File: src/hw/rtl/dnle_pkg.sv
// shared types and constants for the dotted name to label encoder
`default_nettype none

package dnle_pkg;

    localparam int CHAR_W      = 8;
    localparam int LEN_W       = 6;
    localparam int CELL_IDX_W  = 7;
    localparam int CNT_W       = 7;
    localparam int LABEL_MAX_DEF = 63;

    localparam logic [CHAR_W-1:0] SEP_CHAR = 8'd46;
    localparam logic [CHAR_W-1:0] END_CHAR = 8'd0;

    typedef struct packed {
        logic                  char_wr;
        logic                  term_wr;
        logic                  shift;
        logic [CELL_IDX_W-1:0] widx;
        logic [CHAR_W-1:0]     wdata;
        logic [CHAR_W-1:0]     len_byte;
    } cell_ctrl_t;

endpackage

`default_nettype wire

File: src/hw/rtl/dotted_name_to_label_encoder_unit.sv
// top level of the dotted name to label encoder, chain of byte cells
//
//   channel | role   | signals
//   --------+--------+--------------------------------------------------------------
//   in      | sink   | in_valid in_ready in_char
//   out     | source | out_valid out_ready first_byte second_byte byte_count last label_overflow
//
// an ordinary character is written into cell length+1, or sets overflow when the label is full
// a separator or end is accepted, then the chain drains two bytes
// per output transaction: ceil((length + 1 + end) / 2) transactions
// in_ready is low while the chain drains; out stalls simply hold the chain
// reset clears the length, overflow flag and drain state, cells keep data
`default_nettype none

module dotted_name_to_label_encoder_unit #(
    parameter int LABEL_MAX = dnle_pkg::LABEL_MAX_DEF
) (
    input  wire                           clk,
    input  wire                           rst_n,
    input  wire                           in_valid,
    output logic                          in_ready,
    input  wire  [dnle_pkg::CHAR_W-1:0]   in_char,
    output logic                          out_valid,
    input  wire                           out_ready,
    output logic [dnle_pkg::CHAR_W-1:0]   first_byte,
    output logic [dnle_pkg::CHAR_W-1:0]   second_byte,
    output logic [1:0]                    byte_count,
    output logic                          last,
    output logic                          label_overflow
);
    import dnle_pkg::*;

    localparam int NUM_CELLS = LABEL_MAX + 2;

    logic [LEN_W-1:0]  len_reg, len_next;
    logic              ovf_reg, ovf_next;
    logic              busy_reg, busy_next;
    logic [CNT_W-1:0]  rem_reg, rem_next;

    logic              in_fire, out_fire, is_term, is_end;
    logic              has_room;
    cell_ctrl_t        ctrl;
    logic [CHAR_W-1:0] cell_data [NUM_CELLS];

    assign in_ready  = !busy_reg;
    assign out_valid = busy_reg;
    assign in_fire   = in_valid && in_ready;
    assign out_fire  = out_valid && out_ready;
    assign is_end    = (in_char == END_CHAR);
    assign is_term   = is_end || (in_char == SEP_CHAR);
    assign has_room  = ({1'b0, len_reg} < CELL_IDX_W'(LABEL_MAX));

    always_comb
    begin
        ctrl.char_wr  = in_fire && !is_term && has_room;
        ctrl.term_wr  = in_fire && is_term;
        ctrl.shift    = out_fire;
        ctrl.widx     = {1'b0, len_reg} + CELL_IDX_W'(1);
        ctrl.wdata    = in_char;
        ctrl.len_byte = {{(CHAR_W-LEN_W){1'b0}}, len_reg};
    end

    genvar gi;
    generate
        for (gi = 0; gi < NUM_CELLS; gi++)
        begin : g_cell
            logic [CHAR_W-1:0] src;
            if (gi + 2 < NUM_CELLS)
            begin : g_src
                assign src = cell_data[gi+2];
            end
            else
            begin : g_zero
                assign src = '0;
            end
            dnle_cell #(.IDX(gi)) u_cell (
                .clk      (clk),
                .ctrl     (ctrl),
                .shift_in (src),
                .data     (cell_data[gi])
            );
        end
    endgenerate

    always_comb
    begin
        len_next  = len_reg;
        ovf_next  = ovf_reg;
        busy_next = busy_reg;
        rem_next  = rem_reg;
        if (in_fire)
        begin
            if (is_term)
            begin
                busy_next = 1'b1;
                rem_next  = {1'b0, len_reg} + CNT_W'(1) + CNT_W'(is_end);
                len_next  = '0;
            end
            else if (has_room)
            begin
                len_next = len_reg + LEN_W'(1);
            end
            else
            begin
                ovf_next = 1'b1;
            end
        end
        if (out_fire)
        begin
            if (rem_reg <= CNT_W'(2))
            begin
                busy_next = 1'b0;
                ovf_next  = 1'b0;
                rem_next  = '0;
            end
            else
            begin
                rem_next = rem_reg - CNT_W'(2);
            end
        end
    end

    always_ff @(posedge clk or negedge rst_n)
    begin
        if (!rst_n)
        begin
            len_reg  <= '0;
            ovf_reg  <= 1'b0;
            busy_reg <= 1'b0;
            rem_reg  <= '0;
        end
        else
        begin
            len_reg  <= len_next;
            ovf_reg  <= ovf_next;
            busy_reg <= busy_next;
            rem_reg  <= rem_next;
        end
    end

    assign first_byte     = cell_data[0];
    assign second_byte    = (rem_reg >= CNT_W'(2)) ? cell_data[1] : '0;
    assign byte_count     = (rem_reg >= CNT_W'(2)) ? 2'd2 : 2'd1;
    assign last           = (rem_reg <= CNT_W'(2));
    assign label_overflow = ovf_reg;

    a_term_starts_drain: assert property (@(posedge clk) disable iff (!rst_n)
        in_valid && in_ready && (in_char == END_CHAR || in_char == SEP_CHAR) |=> out_valid)
        else $error("terminator did not start output");

    a_last_ends_drain: assert property (@(posedge clk) disable iff (!rst_n)
        out_valid && out_ready && last |=> !out_valid && in_ready)
        else $error("output continued after last transaction");

    a_single_only_last: assert property (@(posedge clk) disable iff (!rst_n)
        out_valid |-> (byte_count == 2'd2) || last)
        else $error("single byte transaction before last");

    a_ovf_steady: assert property (@(posedge clk) disable iff (!rst_n)
        out_valid && out_ready && !last |=> label_overflow == $past(label_overflow))
        else $error("overflow flag changed within a name label");

endmodule

`default_nettype wire

File: src/hw/rtl/dnle_cell.sv
// one byte cell of the label chain
`default_nettype none

module dnle_cell #(
    parameter int IDX = 0
) (
    input  wire                      clk,
    input  wire dnle_pkg::cell_ctrl_t ctrl,
    input  wire [dnle_pkg::CHAR_W-1:0] shift_in,
    output logic [dnle_pkg::CHAR_W-1:0] data
);
    import dnle_pkg::*;

    logic [CHAR_W-1:0] data_reg;
    logic [CHAR_W-1:0] data_next;
    logic              hit;

    assign hit = (ctrl.char_wr || ctrl.term_wr) && (ctrl.widx == CELL_IDX_W'(IDX));

    always_comb
    begin
        data_next = data_reg;
        if (ctrl.shift)
        begin
            data_next = shift_in;
        end
        else if (ctrl.term_wr && (IDX == 0))
        begin
            data_next = ctrl.len_byte;
        end
        else if (hit)
        begin
            data_next = ctrl.term_wr ? END_CHAR : ctrl.wdata;
        end
    end

    always_ff @(posedge clk)
    begin
        data_reg <= data_next;
    end

    assign data = data_reg;

endmodule

`default_nettype wire
File: config.mk
export PLATFORM = sky130hd
export DESIGN_NAME = dotted_name_to_label_encoder_unit
export DESIGN_NICKNAME = d
export VERILOG_FILES = /design/src/hw/rtl/dnle_pkg.sv /design/src/hw/rtl/dotted_name_to_label_encoder_unit.sv /design/src/hw/rtl/dnle_cell.sv
export SDC_FILE = /design/constraint.sdc
export NUM_CORES = 1
export LEC_CHECK = 0
export BUFFER_PORTS_ARGS = -buffer_cell sky130_fd_sc_hd__buf_2
export CORE_MARGIN = 4
export CORE_UTILIZATION = 65
export CTS_BUF_LIST = sky130_fd_sc_hd__clkbuf_8
export CTS_CLUSTER_DIAMETER = 80
export CTS_CLUSTER_SIZE = 8
export DETAILED_ROUTE_END_ITERATION = 10
export GPL_ROUTABILITY_DRIVEN = 1
export HOLD_SLACK_MARGIN = 0.15
export PLACE_DENSITY = 0.86
export SLEW_MARGIN = 40
export SYNTH_ARGS = -nofsm -noshare
export SYNTH_HDL_FRONTEND = slang
export SYNTH_SLANG_ARGS = --single-unit
File: constraint.sdc
create_clock -name clk -period 7.3 [get_ports clk]
set_input_delay 1.46 -clock clk [delete_from_list [all_inputs] [get_ports clk]]
set_output_delay 1.46 -clock clk [all_outputs]
set_load 0.03 [all_outputs]
[Yosys cells after proc, flatten, opt, wreduce, memory -nomap -nowiden]
Cells that the tools add are included.
W data, S select, Z words.
Word-level totals
  input bits: 12
  bits in registers: 535
  logic and storage cells: 430
Cells by class
  add/sub/neg operators: 4
  reduce and logical (&&, ||, !) cells: 144
  muxes and demuxes: 145
  $lt $le $gt $ge: 3
  eq/ne operators: 65
Operator list (count)
  $mux W8: 129
  $eq A7 B6 Y1 const B: 32
  $reduce_bool A2 Y1: 65
  $eq A7 B5 Y1 const B: 16
  $logic_and A1 B1 Y1: 70
  $eq A7 B4 Y1 const B: 8
  $eq A7 B3 Y1 const B: 4
  $mux W7: 4
  $eq A7 B2 Y1 const B: 2
  $mux W6: 2
  $mux W1: 9
  $eq A8 B6 Y1 const B: 1
  $logic_not A8 Y1: 1
  $add A6 B1 Y7 const B: 1
  $add A7 B1 Y7: 1
  $eq A7 B1 Y1 const B: 1
  $eq A7 B7 Y1 const B: 1
  $ge A7 B2 Y1 const B: 1
  $le A7 B2 Y1 const B: 1
  $logic_not A7 Y1: 1
  $sub A7 B2 Y7 const B: 1
  $add A6 B1 Y6 const B: 1
  $lt A6 B6 Y1 const B: 1
  $reduce_and A2 Y1: 2
  other kinds (4): 6

[Depth between registers and ports, before layout]
Gate-level depths: netlist of run 1.
  depth after elaboration: 10
  mapped depth: 10
  gate-level depth less buffers: 9

[By module]
From an unflattened synthesis of run 1, not the netlist that was laid out.
Second synthesis, totals
  cells, all modules: 1734
  area total of the unflattened synthesis: 24890.1 µm²
Modules (own cells, without submodules)
  dnle_cell (g_cell[16].u_cell ...): times used 20, area an instance 362.8 µm², seq. area each 240.2 µm², cells each 24
  dnle_cell (g_cell[11].u_cell ...): times used 10, area an instance 365.4 µm², seq. area each 240.2 µm², cells each 24
  dnle_cell (g_cell[19].u_cell ...): times used 7, area an instance 360.3 µm², seq. area each 240.2 µm², cells each 24
  dnle_cell (g_cell[12].u_cell ...): times used 6, area an instance 362.8 µm², seq. area each 240.2 µm², cells each 25
  dnle_cell (g_cell[31].u_cell ...): times used 5, area an instance 364.1 µm², seq. area each 240.2 µm², cells each 25
  dnle_cell (g_cell[10].u_cell ...): times used 4, area an instance 356.6 µm², seq. area each 240.2 µm², cells each 24
  dnle_cell (g_cell[1].u_cell ...): times used 4, area an instance 354.1 µm², seq. area each 240.2 µm², cells each 24
  dotted_name_to_label_encoder_unit: times used 1, area an instance 1198.6 µm², seq. area each 375.4 µm², cells each 143
  dnle_cell (g_cell[55].u_cell ...): times used 2, area an instance 390.4 µm², seq. area each 240.2 µm², cells each 25
  dnle_cell (g_cell[28].u_cell ...): times used 2, area an instance 365.4 µm², seq. area each 240.2 µm², cells each 25
  dnle_cell (g_cell[13].u_cell ...): times used 2, area an instance 360.3 µm², seq. area each 240.2 µm², cells each 25
  dnle_cell (g_cell[0].u_cell): times used 1, area an instance 440.4 µm², seq. area each 240.2 µm², cells each 37
  dnle_cell (g_cell[63].u_cell): times used 1, area an instance 387.9 µm², seq. area each 240.2 µm², cells each 25
  dnle_cell (g_cell[51].u_cell): times used 1, area an instance 357.8 µm², seq. area each 240.2 µm², cells each 24

[Least setup slack after synthesis of run 1]
OpenSTA, ideal clock, no wires.
  kind: in2reg
  from: input port in_char[5] (netlist name)
  to: register g_cell[48].u_cell.data_reg[0] (enable)
  data required time: 6.916 ns
  data arrival time: 3.127 ns
  path slack: 3.789 ns
  setup time: 0.384 ns
  cell stages on the path: 5
  cells stage by stage: nor4_2 -> o21ai_2 -> a221o_1 -> clkbuf_1 -> o21ai_0
On the way
  word-level cells in the longest chain between the ends: 8
  elaborated cells between the ends (all ways): 10
  those cells by class: eq/ne (1); reduce/logical (9)
Ends and longest elaborated chain
  start: declaration: RTL line dotted_name_to_label_encoder_unit.sv:22  | input wire [dnle_pkg::CHAR_W-1:0] in_char,
  $eq A8 B6 Y1 / $logic_not A8 Y1 (equally long branches): RTL line dotted_name_to_label_encoder_unit.sv:50, dotted_name_to_label_encoder_unit.sv:49
  $logic_or A1 B1 Y1 (*): RTL line dotted_name_to_label_encoder_unit.sv:50  | assign is_term = is_end || (in_char == SEP_CHAR);
  $logic_not A1 Y1: RTL line dotted_name_to_label_encoder_unit.sv:55  | ctrl.char_wr = in_fire && !is_term && has_room;
  $logic_and A1 B1 Y1 (2 in series): RTL line dotted_name_to_label_encoder_unit.sv:55
  $logic_or A1 B1 Y1 (*): RTL line dnle_cell.sv:18  | assign hit = (ctrl.char_wr || ctrl.term_wr) && (ctrl.widx == CELL_IDX_W'(IDX));
  $logic_and A1 B1 Y1 (*): RTL line dnle_cell.sv:18
  $reduce_bool A2 Y1 (no source line) (*)
  end signal: assignment: RTL line dnle_cell.sv:39  | data_reg <= data_next;
  end: declaration: RTL line dnle_cell.sv:14  | logic [CHAR_W-1:0] data_reg;
Mark *: on every way between the ends. The rest lies on a longest branch, timed or not.
A chain may end at the register's enable or synchronous reset.

[Worst setup path after layout of run 1]
  from: register rem_reg[4]
  to: output port second_byte[5] (netlist name)
On the way
  word-level cells in the longest chain between the ends: 2
Ends and longest elaborated chain
  start: declaration: RTL line dotted_name_to_label_encoder_unit.sv:38  | logic [CNT_W-1:0] rem_reg, rem_next;
  start signal: assignment: RTL line dotted_name_to_label_encoder_unit.sv:137  | rem_reg <= rem_next;
  $ge A7 B2 Y1: RTL line dotted_name_to_label_encoder_unit.sv:142  | assign second_byte = (rem_reg >= CNT_W'(2)) ? cell_data[1] : '0;
  $mux W8: RTL line dotted_name_to_label_encoder_unit.sv:142
  end: declaration: RTL line dotted_name_to_label_encoder_unit.sv:26  | output logic [dnle_pkg::CHAR_W-1:0] second_byte,
No other way between the ends.

==> results of run 1 <==
-- logic make-up after synthesis --
group | count (synthesis) | share of synthesized area [%]
muxes | 3 | 0.1437
DFF | 535 | 72.73
xor gates and xnor gates | 8 | 0.3219
and+or+nand+nor | 611 | 11.42
AOI/OAI and AO/OA | 371 | 11.98
adders and majority gates | 8 | 0.4599
buffers and inverters | 155 | 2.943
-- worst min-delay path by stage --
stage / from / end / slack (ns) / cells after the start
final: g_cell[63].u_cell.data[5] / g_cell[63].u_cell.data[5] / 0.46 / 2
after global routing: g_cell[63].u_cell.data[5] / g_cell[63].u_cell.data[5] / 0.48 / 2
after detailed placement: g_cell[63].u_cell.data[5] / g_cell[63].u_cell.data[5] / 0.46 / 2
after global placement: g_cell[63].u_cell.data[5] / g_cell[63].u_cell.data[5] / 0.45 / 2
after CTS: g_cell[63].u_cell.data[5] / g_cell[63].u_cell.data[5] / 0.47 / 2
after floorplan: g_cell[63].u_cell.data[5] / g_cell[63].u_cell.data[5] / 0.44 / 2
-- report_power, final --
part	total, mW	internal, mW	leakage, nW	switching (mW)
Combinational	0.555	0.166	3.76	0.389
Clock	2.04	0.970	0.755	1.07
Sequential	3.49	3.44	4.87	0.0526
-- cell type report --
type                       instances  area [µm²]
clock buffer                      76        1046
inverter                          15       56.30
tap                              442       553.0
timing repair buffer              54       386.6
fill                            2034        9320
sequential                       535       15830
multi-input combinational       1001        5379
clock inverter                    39       212.7
-- worst min-delay path: stages (launching register included) --
cell and delay [ns]:
dfxtp_1 0.32, nand3_2 0.06, o21ai_2 0.04
-- synthesized netlist by cell type (8+ instances only) --
library cell and count:
a21o_1 251, a21oi_1 11, a221o_1 9, and2_1 16
and3_1 9, buf_4 8, clkbuf_1 122, dfrtp_1 15
dfxtp_1 16, edfxtp_1 504, ha_1 8, inv_1 15
nand2_1 532, nand3_1 11, nor2_1 13, o21ai_0 65
o21ai_1 10, o21ai_2 9
-- layer usage --
metal  part of all wire (%)  vias up  routed length [µm]  global-route usage [%]
li1                       -     5942                   -                       -
met2                     49      503               20410                   37.72
met4                    2.7        2                1097                   8.674
met3                    6.5       94                2705                   4.182
met5                  0.019        -                   8                       0
met1                     41     6462               17130                   30.65
==> impl_metrics.toml, run 1 <==
[outcome]
status = "completed"

[critical_path]
cp-startpoint = "rem_reg[4]"
crit_path_start_kind = "flop"
critical_path.cell_chain = "nor4_1 > nand3b_1 > and2_1 > buf_2"
r2r_start = "len_reg[1]"
cp-end-kind = "output port"
path_delay_family = "simple AND/OR/NAND/NOR gates"
critical_path.max_fanout = 10
worstSetupPathType = "flop to output port"
cpPeakStageDelay_ns = 0.63
rr_endpoint = "g_cell[45].u_cell.data[4]"
cp_slowest_cell = "nor4_1"
critPathCapture = "second_byte[5]"
r2r_cells = 7
cp.depth = 4
reg2reg_setup_slack_ns = 3.75
required_ns = 5.84
critPathArrivalTime_ns = 2.67
critPathBufInv = 1

[global_route]
grt_max_degree = 145
grt_pass1_wl_um = 66410
gr-total-overflow = 0
antenna_found_initial = 1
grt_util_all_layers_pct = 22.79
grt_pass1_vias = 12900

[clock_network]
cts_tree = "done"
cts.repair.resized = 0
postCtsSetupBuffers = 0
cts_buffer_depth = 3
htree_levels = 3
clkTransAtPathRegs_ns = 0.06
ctsHoldBuffers = 0
clkSinkCount = 535
cts_buffers = 76
clock_latency_ns = 0.62
root_buffer = "clkbuf_8"

[place]
dpl.hpwl_um = 24030
place.gp.congestion = 0.8333
numPortBuffers = 33
dpl_worst_slack_ns = 2.979
dp.cells = 2047
placed_area_mm2 = 0.02216

[floorplan]
start_util_pct = 66.39
rows = 66
die-width_um = 191.0
core-area_mm2 = 0.03278
dieArea_mm2 = 0.03648
die_h_um = 191.0
ios = 34

[cells_and_area]
final_cell_mix = "nand2_1, edfxtp_1, a21o_1, clkbuf_8, o21ai_1"
largest_register_ffs = 520
nets = 1703
areaGrowthSynthToFinish_pct = 7.807
stdcell_area_mm2 = 0.02346
final_common_cell = "nand2_1"
num_antenna_cells = 0
instances_no_fill = 2162
finalCoreUtilization_pct = 71.57
post_route_cells_drive_above_1_share_pct = 10.12

[synthesis]
avgSynthCellArea_um2 = 12.87
ys_types = 54
synthCells = 1691
synth_area_leaders = "edfxtp_1, nand2_1, a21o_1, clkbuf_1, dfrtp_1"
synth_edf_count = 504
ys_ff_latch = 535
ys_seq_area_share_pct = 72.73
synthesis.nets = 1711
yosysTopAreaCell = "edfxtp_1"
ys_dominant_reg_cell = "edfxtp_1"
yosys_warnings = 0
ys_async_sr_fraction_pct = 2.804
syn-cell-area_mm2 = 0.02176
synth_top_area_share_pct = 69.54

[pwr]
total_power_mw = 6.092
irDropWorstVdd_v = 0.0002117
power_density_mw_per_mm2 = 259.6
p_leak_nw = 9.383

[routing]
ant_nets = 0
vias_per_cell = 6.014
via_count = 13000
dr.pass1.iters = 5
drt_wl_total_um = 41360
wire_per_inst_um = 19.13
drc = 0
drtIter0Drc = 1343

[sta]
setup_viol_count_final = 0
drv_slew = 0
worst_clock_skew_ns = 0.03967
rsz0062_at_grt = "false"
post-route-period-util_pct = 56.58
setup_tns_ns = 0
fin_hold_ws_ns = 0.4621
slew-limit-headroom_pct = 43.70
setup_ws_ns = 3.170
timing_worst_slew_pin_value_ns = 0.8445
clock.fmax_mhz = 242.1
final.min_clock_period_ns = 4.130
final-hold-violation-count = 0

[job]
drv_cap = 0

[min_path]
hp-class = "flop to flop"
Note: power is estimated with default switching activity, not from simulation.
==> inputs of run 2 (changes only) <==
ABC_AREA = 1   (was unset)
CORE_UTILIZATION = 59   (was 65)
PLACE_DENSITY = 0.82   (was 0.86)
clock period = 3.6 ns   (was 7.3 ns; I/O delays follow)
==> run 2 against run 1 <==
  * Core utilization is 6.8 points lower
  * Flip-flop and latch count unchanged
  * Critical path type unchanged
  * Combinational power rose to 7.9 times the previous value
==> impl_metrics.toml, run 2 <==
[clock_network]
clkTransAtPathRegs_ns = 0.06
cts_buffer_depth = 3
clkSinkCount = 535
cts_buffers = 76
cts_tree = "done"
root_buffer = "clkbuf_8"
cts.repair.resized = 0
clock_latency_ns = 0.61
htree_levels = 3

[global_route]
grt_util_all_layers_pct = 22.74
grt_max_degree = 132
grt_pass1_vias = 14530
gr-total-overflow = 0
top_usage_layer = "met2"
antenna_found_initial = 0
grt_use_met1_pct = 30.03
grtUsageMet2_pct = 37.38
grt_util_met3_pct = 4.877
grt_pass1_wl_um = 74870

[sta]
rsz0062_at_grt = "false"
fin_hold_ws_ns = 0.3982
clock.fmax_mhz = 337.2
drv_slew = 0
final-hold-violation-count = 0
slew-limit-headroom_pct = 45.54
post-route-period-util_pct = 82.37
final.min_clock_period_ns = 2.965
setup_viol_count_final = 0
worst_clock_skew_ns = 0.02224
setup_ws_ns = 0.6348
setup_tns_ns = 0
timing_worst_slew_pin_value_ns = 0.8141

[synthesis]
ys_dominant_reg_cell = "edfxtp_1"
yosys_warnings = 0
syn-cell-area_mm2 = 0.02218
yosysMostFrequentCell = "nand2_1"
yosys-top-cells-count = "nand2_1, edfxtp_1, clkbuf_1"
yosysTopAreaCell = "edfxtp_1"
synthCells = 2030
ys_async_sr_fraction_pct = 2.804
avgSynthCellArea_um2 = 10.93
synthesis.nets = 2050
ys_types = 37
synth_top_area_share_pct = 68.23
ys_seq_area_share_pct = 71.37
synth_edf_count = 504
synth_area_leaders = "edfxtp_1, nand2_1, dfrtp_1, clkbuf_1, dfxtp_1"
ys_ff_latch = 535

[routing]
via_count = 14580
drc = 0
vias_per_cell = 5.653
dr.pass1.iters = 6
wire_per_inst_um = 17.98
drt_wl_total_um = 46370
ant_nets = 0
drtIter0Drc = 1420

[cells_and_area]
stdcell_area_mm2 = 0.02390
regArea_mm2 = 0.01583
post_route_cells_drive_above_1_share_pct = 9.687
largest_register_ffs = 520
final_cell_mix = "nand2_1, edfxtp_1, clkbuf_8, inv_1, nor2_1"
fill_cells = 2646
num_antenna_cells = 0
final_common_cell = "nand2_1"
instances_no_fill = 2579
multi_input_area_mm2 = 0.005383
finalCoreUtilization_pct = 64.82
areaGrowthSynthToFinish_pct = 7.751
nets = 2081

[place]
dpl.hpwl_um = 28480
placed_area_mm2 = 0.02275
numPortBuffers = 33
dpl_worst_slack_ns = 0.6248
place.gp.congestion = 0.9178
dp.cells = 2486

[outcome]
status = "completed"

[critical_path]
worstSetupPathType = "flop to output port"
critPathArrivalTime_ns = 2.25
critical_path.max_fanout = 10
crit_path_start_kind = "flop"
cp-end-kind = "output port"
required_ns = 2.88

[floorplan]
die-width_um = 201.9
die_h_um = 201.9
dieArea_mm2 = 0.04076
rows = 70
ios = 34
start_util_pct = 60.15
core-area_mm2 = 0.03687

[pwr]
p_leak_nw = 9.944
irDropWorstVdd_v = 0.0006911
power_density_mw_per_mm2 = 755.5
total_power_mw = 18.05

[job]
drv_cap = 0

[min_path]
hp-class = "primary input to flop"
run 2: kinds of logic (layout without fill, tap and decap cells):
group	count (synthesis)	count (layout)	synth area share (%)
adders and majority gates	8	8	0.4513
buffers and inverters	196	241	4.445
DFF	535	535	71.37
AOI/OAI and AO/OA	109	109	2.589
xor gates and xnor gates	3	3	0.1185
and+or+nand+nor	1179	1179	21.02
run 2: area by class of cell:
class / count / share of cell area [%]
sequential: 535 / 66.24
multi-input combinational: 1299 / 22.52
clock buffer: 77 / 4.434
timing repair buffer: 83 / 2.743
tap: 504 / 2.639
inverter: 66 / 1.099
clock inverter: 15 / 0.3246
run 2: critical path: stages, from the launching register on:
cell and delay [ns]:
dfrtp_1 0.38, inv_1 0.17, ha_1 0.26, nand4_1 0.20
nor2_1 0.18, buf_4 0.22, nor2_1 0.06, buf_2 0.17
run 2: worst paths after layout:
path                                            from                        end  slack [ns]  depth (start not counted)
setup / recovery                          rem_reg[1]             second_byte[5]        0.63                          7
setup reg to reg                          len_reg[0]  g_cell[28].u_cell.data[7]        0.69                          6
min in group asynchronous                      rst_n                 len_reg[4]        0.57                          2
max in group asynchronous                      rst_n                 rem_reg[4]        2.78                          2
hold / removal                            in_char[6]  g_cell[63].u_cell.data[6]        0.40                          3
hold reg to reg            g_cell[64].u_cell.data[4]  g_cell[64].u_cell.data[4]        0.44                          2
run 2: report_power, final:
part	switching, mW	internal (mW)	total [mW]	leakage [nW]
combinational	3.31	1.10	4.41	4.17
sequential	0.502	9.12	9.63	5.14
clock	2.09	1.93	4.02	0.627
total	5.90	12.2	18.1	9.94
run 2: metal layers:
layer,vias up,share of wire (%)
li1,6689,-
met1,7027,39
met2,714,49
met3,148,8.6
met4,0,3.4
met5,-,0
run 2: what timing repair did:
action | 4_1_cts | 5_1_grt
hold buffers | 1 | 0
endpoints found under the hold margin | 15 | 0
setup buffers | 0 | 0
